[src/hdl/rpss_pkg.sv]
`timescale 1ns / 1ps
// Shared types, codes and sizes of the record/play step sequencer.
package rpss_pkg;

  // Store sizing
  localparam int MAX_STEPS = 128;
  localparam int IDX_W     = $clog2(MAX_STEPS);
  localparam int CNT_W     = $clog2(MAX_STEPS + 1);

  // Counter widths
  localparam int ST_W  = 20;
  localparam int SIL_W = 32;

  localparam logic [ST_W-1:0] STEP_TICKS_RESET = 20'd8000;

  // Command codes
  localparam logic [2:0] CMD_TICK  = 3'd0;
  localparam logic [2:0] CMD_NOTE  = 3'd1;
  localparam logic [2:0] CMD_IDLE  = 3'd2;
  localparam logic [2:0] CMD_REC   = 3'd3;
  localparam logic [2:0] CMD_PLAY  = 3'd4;
  localparam logic [2:0] CMD_CLEAR = 3'd5;

  // Mode codes
  localparam logic [1:0] MODE_IDLE = 2'd0;
  localparam logic [1:0] MODE_REC  = 2'd1;
  localparam logic [1:0] MODE_PLAY = 2'd2;

  // Event codes
  localparam logic [1:0] EV_NONE = 2'd0;
  localparam logic [1:0] EV_ON   = 2'd1;
  localparam logic [1:0] EV_REL  = 2'd2;

  typedef struct packed {
    logic [2:0] command;
    logic [3:0] note;
    logic [3:0] octave;
    logic       tie;
    logic       voice_available;
  } in_t;

  typedef struct packed {
    logic [1:0] event_res;
    logic [3:0] event_note;
    logic [3:0] event_octave;
    logic [1:0] mode_now;
    logic [7:0] step_count;
    logic [6:0] position;
    logic       last;
  } out_t;

  // One pending event of the current beat
  typedef struct packed {
    logic [1:0] kind;
    logic [3:0] note;
    logic [3:0] octave;
  } ev_t;

  // One stored step
  typedef struct packed {
    logic       rest;
    logic       tie;
    logic [3:0] octave;
    logic [3:0] note;
  } entry_t;

endpackage

[src/hdl/record_play_step_sequencer_top.sv]
`timescale 1ns / 1ps
// Step sequencer with record and play modes, driven by a small sequencer.
//
// Usage: pulse start with a command beat on in_data while busy is low; the
// beat is taken at that edge and busy rises for the whole command. Commands
// are tick, record note, go idle, go record, go play and clear.
// Each command gives one or two result beats on out_data, each marked by a
// one-cycle out_strobe; last flags the final beat of the command. The
// receiver cannot stall, so results are never held back.
// step_ticks is written through cfg_we/cfg_wdata while busy is low.
// Flow: a command keeps busy high until its final result beat is emitted, and
// the next command can be taken as soon as busy is low. A plain tick or mode
// change goes straight to the emit state, but a playback step or go-play first
// passes S_READ for the registered store read and then S_FIRE, a note or
// go-idle in record mode first passes S_FLUSH, and a second result beat repeats
// the emit state. The rest flush writes one rest step per cycle through the
// single store write port and one compare/subtract of the silence counter.
// Results are registered and follow in the cycle after their emit cycle.
// Reset (rst_n low, synchronous) sets idle mode, empty recording, position
// zero, no sounding voice and step_ticks 8000. The step store is not
// cleared: only steps recorded since the last go-record or clear are read.
module record_play_step_sequencer_top (
  input  logic                     clk,
  input  logic                     rst_n,
  input  logic                     start,
  output logic                     busy,
  input  rpss_pkg::in_t            in_data,
  output logic                     out_strobe,
  output rpss_pkg::out_t           out_data,
  input  logic                     cfg_we,
  input  logic [rpss_pkg::ST_W-1:0] cfg_wdata
);
  import rpss_pkg::*;

  localparam int         S_W     = 3;
  localparam logic [2:0] S_IDLE  = 3'd0;
  localparam logic [2:0] S_FLUSH = 3'd1;
  localparam logic [2:0] S_READ  = 3'd2;
  localparam logic [2:0] S_FIRE  = 3'd3;
  localparam logic [2:0] S_EMIT  = 3'd4;

  // Step store
  entry_t mem [MAX_STEPS];
  logic              mem_we;
  logic [IDX_W-1:0]  mem_wa;
  entry_t            mem_wd;

  logic [S_W-1:0]   state_r, state_nxt;
  logic [1:0]       mode_r, mode_nxt;
  logic [CNT_W-1:0] len_r, len_nxt;
  logic [IDX_W-1:0] pos_r, pos_nxt;
  logic [ST_W-1:0]  tick_cnt_r, tick_cnt_nxt;
  logic [SIL_W-1:0] sil_r, sil_nxt;
  logic             voice_r, voice_nxt;
  logic [ST_W-1:0]  step_ticks_r, step_ticks_nxt;
  in_t              item_r, item_nxt;
  logic             after_note_r, after_note_nxt;
  logic             adv_r, adv_nxt;
  logic [IDX_W-1:0] rd_addr_r, rd_addr_nxt;
  entry_t           rd_data_r;
  ev_t              ev_r [2];
  ev_t              ev_nxt [2];
  logic [1:0]       ev_cnt_r, ev_cnt_nxt;
  logic             emit_r, emit_nxt;
  logic             out_strobe_r, out_strobe_nxt;
  out_t             out_data_r, out_data_nxt;

  logic [ST_W-1:0]  tick_inc;
  logic [CNT_W-1:0] pos_inc;
  logic [IDX_W-1:0] pos_wrap;
  logic             len_full;
  logic             sil_ge;
  logic [SIL_W-1:0] sil_diff;
  logic             emit_last;

  // Shared arithmetic: tick increment, position wrap, store-full check, silence compare/subtract, last-beat flag
  assign tick_inc  = tick_cnt_r + ST_W'(1);
  assign pos_inc   = CNT_W'(pos_r) + CNT_W'(1);
  assign pos_wrap  = (pos_inc >= len_r) ? '0 : pos_inc[IDX_W-1:0];
  assign len_full  = (len_r >= CNT_W'(MAX_STEPS));
  assign sil_ge    = (sil_r >= SIL_W'(step_ticks_r));
  assign sil_diff  = sil_r - SIL_W'(step_ticks_r);
  assign emit_last = (ev_cnt_r == 2'd0) || ((2'({1'b0, emit_r}) + 2'd1) == ev_cnt_r);

  // Sequencer next state
  always_comb begin
    state_nxt      = state_r;
    mode_nxt       = mode_r;
    len_nxt        = len_r;
    pos_nxt        = pos_r;
    tick_cnt_nxt   = tick_cnt_r;
    sil_nxt        = sil_r;
    voice_nxt      = voice_r;
    step_ticks_nxt = cfg_we ? cfg_wdata : step_ticks_r;
    item_nxt       = item_r;
    after_note_nxt = after_note_r;
    adv_nxt        = adv_r;
    rd_addr_nxt    = rd_addr_r;
    ev_nxt         = ev_r;
    ev_cnt_nxt     = ev_cnt_r;
    emit_nxt       = emit_r;
    out_strobe_nxt = 1'b0;
    out_data_nxt   = out_data_r;
    mem_we         = 1'b0;
    mem_wa         = len_r[IDX_W-1:0];
    mem_wd         = '0;

    unique case (state_r)
      S_IDLE: begin
        if (start) begin
          item_nxt   = in_data;
          ev_cnt_nxt = 2'd0;
          emit_nxt   = 1'b0;
          state_nxt  = S_EMIT;
          unique case (in_data.command)
            CMD_TICK: begin
              if (mode_r == MODE_PLAY) begin
                if (tick_inc >= step_ticks_r) begin
                  tick_cnt_nxt = '0;
                  if (len_r != '0) begin
                    pos_nxt     = pos_wrap;
                    rd_addr_nxt = pos_wrap;
                    adv_nxt     = 1'b1;
                    state_nxt   = S_READ;
                  end
                end else begin
                  tick_cnt_nxt = tick_inc;
                end
              end else if (mode_r == MODE_REC) begin
                if (sil_r != '1) sil_nxt = sil_r + SIL_W'(1);
              end
            end
            CMD_NOTE: begin
              if (mode_r == MODE_REC && !len_full) begin
                after_note_nxt = 1'b1;
                state_nxt      = S_FLUSH;
              end
            end
            CMD_IDLE: begin
              if (mode_r == MODE_REC) begin
                after_note_nxt = 1'b0;
                state_nxt      = S_FLUSH;
              end
              if (voice_r) begin
                ev_nxt[0]  = '{kind: EV_REL, note: 4'd0, octave: 4'd0};
                ev_cnt_nxt = 2'd1;
              end
              voice_nxt    = 1'b0;
              tick_cnt_nxt = '0;
              mode_nxt     = MODE_IDLE;
            end
            CMD_REC: begin
              if (voice_r) begin
                ev_nxt[0]  = '{kind: EV_REL, note: 4'd0, octave: 4'd0};
                ev_cnt_nxt = 2'd1;
              end
              voice_nxt    = 1'b0;
              len_nxt      = '0;
              pos_nxt      = '0;
              tick_cnt_nxt = '0;
              sil_nxt      = '0;
              mode_nxt     = MODE_REC;
            end
            CMD_PLAY: begin
              if (len_r != '0) begin
                if (voice_r) begin
                  ev_nxt[0]  = '{kind: EV_REL, note: 4'd0, octave: 4'd0};
                  ev_cnt_nxt = 2'd1;
                end
                voice_nxt    = 1'b0;
                pos_nxt      = '0;
                tick_cnt_nxt = '0;
                rd_addr_nxt  = '0;
                adv_nxt      = 1'b0;
                mode_nxt     = MODE_PLAY;
                state_nxt    = S_READ;
              end
            end
            CMD_CLEAR: begin
              len_nxt      = '0;
              pos_nxt      = '0;
              tick_cnt_nxt = '0;
              sil_nxt      = '0;
              mode_nxt     = MODE_IDLE;
              voice_nxt    = 1'b0;
            end
            default: begin
            end
          endcase
        end
      end

      // Turn each full step of silence into a rest, one per cycle, then store the pending note
      S_FLUSH: begin
        if (sil_ge && !len_full) begin
          mem_we  = 1'b1;
          mem_wd  = '{rest: 1'b1, tie: 1'b0, octave: 4'd0, note: 4'd0};
          len_nxt = len_r + CNT_W'(1);
          sil_nxt = sil_diff;
        end else begin
          sil_nxt   = '0;
          state_nxt = S_EMIT;
          if (after_note_r && !len_full) begin
            mem_we  = 1'b1;
            mem_wd  = '{rest: 1'b0, tie: item_r.tie, octave: item_r.octave,
                        note: item_r.note};
            len_nxt = len_r + CNT_W'(1);
          end
        end
      end

      // Wait for the registered store read
      S_READ: begin
        state_nxt = S_FIRE;
      end

      // Act on the step just read
      S_FIRE: begin
        state_nxt = S_EMIT;
        if (adv_r && rd_data_r.rest) begin
          if (voice_r) begin
            ev_nxt[ev_cnt_nxt[0]] = '{kind: EV_REL, note: 4'd0, octave: 4'd0};
            ev_cnt_nxt            = ev_cnt_nxt + 2'd1;
          end
          voice_nxt = 1'b0;
        end else if (!adv_r || !rd_data_r.tie) begin
          if (adv_r && voice_r) begin
            ev_nxt[ev_cnt_nxt[0]] = '{kind: EV_REL, note: 4'd0, octave: 4'd0};
            ev_cnt_nxt            = ev_cnt_nxt + 2'd1;
          end
          voice_nxt = 1'b0;
          if (!rd_data_r.rest && item_r.voice_available) begin
            ev_nxt[ev_cnt_nxt[0]] = '{kind: EV_ON, note: rd_data_r.note,
                                      octave: rd_data_r.octave};
            ev_cnt_nxt            = ev_cnt_nxt + 2'd1;
            voice_nxt             = 1'b1;
          end
        end
      end

      // Send one result beat per cycle
      S_EMIT: begin
        out_strobe_nxt = 1'b1;
        if (ev_cnt_r == 2'd0) begin
          out_data_nxt.event_res    = EV_NONE;
          out_data_nxt.event_note   = 4'd0;
          out_data_nxt.event_octave = 4'd0;
        end else begin
          out_data_nxt.event_res    = ev_r[emit_r].kind;
          out_data_nxt.event_note   = ev_r[emit_r].note;
          out_data_nxt.event_octave = ev_r[emit_r].octave;
        end
        out_data_nxt.mode_now   = mode_r;
        out_data_nxt.step_count = 8'(len_r);
        out_data_nxt.position   = 7'(pos_r);
        out_data_nxt.last       = emit_last;
        if (emit_last) begin
          state_nxt = S_IDLE;
        end else begin
          emit_nxt = 1'b1;
        end
      end

      default: begin
        state_nxt = S_IDLE;
      end
    endcase
  end

  // Control registers
  always_ff @(posedge clk) begin
    if (!rst_n) begin
      state_r      <= S_IDLE;
      mode_r       <= MODE_IDLE;
      len_r        <= '0;
      pos_r        <= '0;
      tick_cnt_r   <= '0;
      sil_r        <= '0;
      voice_r      <= 1'b0;
      step_ticks_r <= STEP_TICKS_RESET;
      ev_cnt_r     <= 2'd0;
      emit_r       <= 1'b0;
      out_strobe_r <= 1'b0;
    end else begin
      state_r      <= state_nxt;
      mode_r       <= mode_nxt;
      len_r        <= len_nxt;
      pos_r        <= pos_nxt;
      tick_cnt_r   <= tick_cnt_nxt;
      sil_r        <= sil_nxt;
      voice_r      <= voice_nxt;
      step_ticks_r <= step_ticks_nxt;
      ev_cnt_r     <= ev_cnt_nxt;
      emit_r       <= emit_nxt;
      out_strobe_r <= out_strobe_nxt;
    end
  end

  // Payload registers
  always_ff @(posedge clk) begin
    item_r       <= item_nxt;
    after_note_r <= after_note_nxt;
    adv_r        <= adv_nxt;
    rd_addr_r    <= rd_addr_nxt;
    ev_r         <= ev_nxt;
    out_data_r   <= out_data_nxt;
  end

  // Store write port
  always_ff @(posedge clk) begin
    if (mem_we) mem[mem_wa] <= mem_wd;
  end

  // Store read port, registered
  always_ff @(posedge clk) begin
    rd_data_r <= mem[rd_addr_r];
  end

  assign busy       = (state_r != S_IDLE);
  assign out_strobe = out_strobe_r;
  assign out_data   = out_data_r;

  // Every accepted command raises busy in the following cycle
  a_accept_busy: assert property (@(posedge clk) disable iff (!rst_n)
    (start && !busy) |=> busy)
    else $error("accepted command did not raise busy");

  // Recorded length never exceeds the store
  a_len_bound: assert property (@(posedge clk) disable iff (!rst_n)
    len_r <= CNT_W'(MAX_STEPS))
    else $error("recorded length beyond store depth");

  // Playback only runs over a non-empty recording, inside its length
  a_play_pos: assert property (@(posedge clk) disable iff (!rst_n)
    (mode_r == MODE_PLAY) |-> (len_r != '0 && CNT_W'(pos_r) < len_r))
    else $error("play position outside recording");

  // The final beat of a command is never directly followed by another beat
  a_last_gap: assert property (@(posedge clk) disable iff (!rst_n)
    (out_strobe && out_data.last) |=> !out_strobe)
    else $error("result beat right after final beat");

endmodule

[config.mk]
export PLATFORM = sky130hd
export DESIGN_NAME = record_play_step_sequencer_top
export DESIGN_NICKNAME = d
export VERILOG_FILES = /design/src/hdl/rpss_pkg.sv /design/src/hdl/record_play_step_sequencer_top.sv
export SDC_FILE = /design/constraint.sdc
export NUM_CORES = 2
export LEC_CHECK = 0
export CAP_MARGIN = 20
export CORE_AREA = 2 2 305 367
export DETAILED_ROUTE_END_ITERATION = 6
export DIE_AREA = 0 0 307 369
export DONT_BUFFER_PORTS = 1
export HOLD_SLACK_MARGIN = 0.12
export PLACE_DENSITY = 0.84
export SYNTH_ARGS = -nofsm -noshare
export SYNTH_HDL_FRONTEND = slang
export SYNTH_SLANG_ARGS = --single-unit
[constraint.sdc]
create_clock -name clk -period 4.6 [get_ports clk]
set_input_delay 0.92 -clock clk [delete_from_list [all_inputs] [get_ports clk]]
set_output_delay 0.92 -clock clk [all_outputs]
set_load 0.01 [all_outputs]
==> impl_metrics.yaml <==
sta:
  setup_viol: 0
  period_needed_ns: 4.09
  rsz0062_at_grt: "no"
  layout_worst_path_cycle_share_pct: 89.0
  tightest_slew_ns: 1.18
  slew_viol_final: 0
  hold_viol_final: 0
  relSlewSlack_pct: 21.1
  max_freq_mhz: 244
  skew_ns: 0.0485
  setup_tns_ns: 0
  layout_setup_ws_ns: 0.508
worst_setup_path:
  start_kind: "flop"
  cp_max_fo: 8
  r2r_end: "rd_addr_r[0]"
  worst_ep_required_time_ns: 5.09
  critical_path_class: "reg -> reg"
  cp-end-kind: "flop"
  critPathArrivalTime_ns: 4.58
  r2r_cells: 14
  rrSetupSlack_ns: 0.51
  worstSetupStartpoint: "tick_cnt_r[0]"
  r2r_start: "tick_cnt_r[0]"
final_layout:
  multiInputGateArea_um2: 16200
  final_util_pct: 60.9
  drive_gt1_share_pct: 23.5
  seq_area_um2: 42600
  final_nets: 3406
  fillers: 7012
  finalInstanceArea_um2: 66700
  areaGrowthSynthToFinish_pct: 11.4
global_route:
  grt_pass1_wl_um: 235000
  grtUsageTotal_pct: 28.6
  first_global_vias: 33800
  gr-usage-met2_pct: 46.9
  grt.overflow.total: 0
  use_met3_pct: 6.73
  busiest_layer: "met2"
  grt_max_degree: 129
  antenna_found_initial: 5
  grt_util_met1_pct: 35.4
route:
  viasPerCell: 6.95
  vias: 33600
  drc: 4
  finalWirelength_um: 160000
  dr.pass1.iters: 7
  ant_nets: 0
  first_iter_violations: 5171
  wl_per_cell_um: 33.0
synth:
  synth_top_flop_cell: "edfxtp_1"
  syn_inst: 3190
  synth_top_area_share_pct: 67.6
  syn_area_um2: 59900
  synth.most_common_cell: "edfxtp_1"
  synthTopCellsByArea: "edfxtp_1, mux4_2, dfxtp_1"
  async_reset_ff_share_pct: 0
  synth-seq-cells: 1454
  yosysWarnings: 0
  syn_avg_cell_area_um2: 18.8
  yosysSeqAreaShare_pct: 71.2
  synth_fp_nets: 3282
  synth_cell_type_count: 95
  synth_commonest_cells: "edfxtp_1, mux4_2, nor2_1, dfxtp_1, nand2_1"
  synth_top_area_cell: "edfxtp_1"
  synth-edff-count: 1347
clock_network:
  cts_resized: 0
  post_cts_buffers: 0
  clk_pin_slew_ns: 0.06
  clk_latency_ns: 0.80
  clock-sinks: 1454
  root_buffer: "clkbuf_16"
  cts_tree: "yes"
  cts_max_level: 4
  hold_buffers: 0
  cts_inserted_buffers: 135
  clockBufferDepth: 3
die:
  die_area_um2: 113000
  die_h_um: 369
  pin_count: 67
  fp.dieW_um: 307
  placementRows: 133
  coreArea_um2: 109000
  initial_core_util_pct: 54.7
status:
  status: "finished with violations"
  failed_checks: "DRC"
power_and_ir_drop:
  power_mw: 25.9
  ir_worst_vdd_v: 0.000357
  p_leak_nw: 23.9
  power_density_nw_per_um2: 389
place:
  post_dp_cell_area_um2: 62200
  dp_hpwl_um: 92100
  post-place-ws_ns: 0.632
  port_buffers: 0
  gp_congestion: 0.929
job:
  cap_violations: 0
worst_hold_path:
  hp-class: "in -> reg"
  hold_depth: 0
  hold_end: "item_r[0]"
  hold_start: "in_data[0]"
-- how the worst max path moves through the flow --
stage,cells past startpoint,to,slack [ns]
after global placement,13,mem[51][3],0.74
after CTS,14,adv_r,0.56
after global routing,14,rd_addr_r[0],0.14
final,14,rd_addr_r[0],0.51
after floorplan,11,mem[0][9],0.02
after detailed placement,13,mem[35][6],0.63
-- layout by cell type (no fill, tap or decap), types with 15 or more instances in the layout --
cell and count:
a21o_1 15, a21oi_1 80, a22o_1 21, a31oi_1 18, and3_1 24, buf_12 26
buf_4 127, clkbuf_1 31, clkbuf_16 137, clkinv_1 31, clkinv_2 19, dfxtp_1 107
edfxtp_1 1347, ha_1 54, inv_1 51, mux2i_1 67, mux4_2 400, nand2_1 106
nand3_1 67, nand4_1 27, nor2_1 229, nor3_1 25, nor4_1 16, o211ai_1 17
o21ai_0 46, xnor2_1 28, xor2_1 16
-- power breakdown --
group	switching [mW]	internal [mW]	total, mW
sequential	0.0367	14.3	14.3
combinational	0.270	0.171	0.441
clock	5.03	6.14	11.2
-- layer usage --
metal	vias up	part of all wire, %	routed length [um]
li1	13300	-	-
met3	610	11	17900
met5	-	0.029	47
met1	16900	33	52700
met2	2758	49	78600
met4	8	6.6	10500
-- through the flow --
| step | std cells | hold slack [ns] |
|---|---|---|
| floorplan | 3190 | 0.403 |
| global placement | 4584 | 0.455 |
| detailed placement | 4586 | 0.466 |
| CTS | 4833 | 0.210 |
| global route | 4842 | 0.209 |
| finish | 4843 | 0.231 |
-- state kept, by name (all words and copies together), names as in the netlist, 2 cells and up --
name,count
len_r,8
pos_r,7
tick_cnt_r,20
ev_r,20
state_r,3
out_data,28
sil_r,32
ev_cnt_r,2
step_ticks_r,20
rd_addr_r,7
mem,1280
mode_r,2
rd_data_r,10
item_r,10
-- kinds of logic (layout without fill, tap and decap cells) --
family,after synthesis,after routing,synth area share [%]
buffers and inverters,225,459,1.81
xor gates and xnor gates,44,44,0.644
adders and majority gates,55,55,1.16
other,0,2,0
DFF,1454,1454,71.2
muxes,467,467,16.2
and+or+nand+nor,606,606,4.99
AOI/OAI and AO/OA,339,339,4.07
-- area by class of cell --
| cell class | count | area share, % |
|---|---|---|
| Antenna cell | 2 | 0.00751 |
| Sequential cell | 1454 | 63.9 |
| Timing Repair Buffer | 157 | 2.31 |
| Tap cell | 1417 | 2.66 |
| Multi-Input combinational cell | 1511 | 24.3 |
| Clock inverter | 77 | 1.14 |
| Clock buffer | 170 | 5.36 |
| Inverter | 55 | 0.313 |
-- worst max-delay path: stages (launching register included) --
cell and delay, ns:
dfxtp_1 0.45, ha_1 0.30, nand4_1 0.16, nor3_1 0.42
and3_1 0.34, nand3_1 0.14, xnor2_1 0.18, ha_1 0.34
nand4_1 0.12, nor2_1 0.22, and3_1 0.23, a32o_1 0.24
o21ai_1 0.15, a211oi_1 0.28, buf_4 0.24
Power figures use the tool's default switching activity.
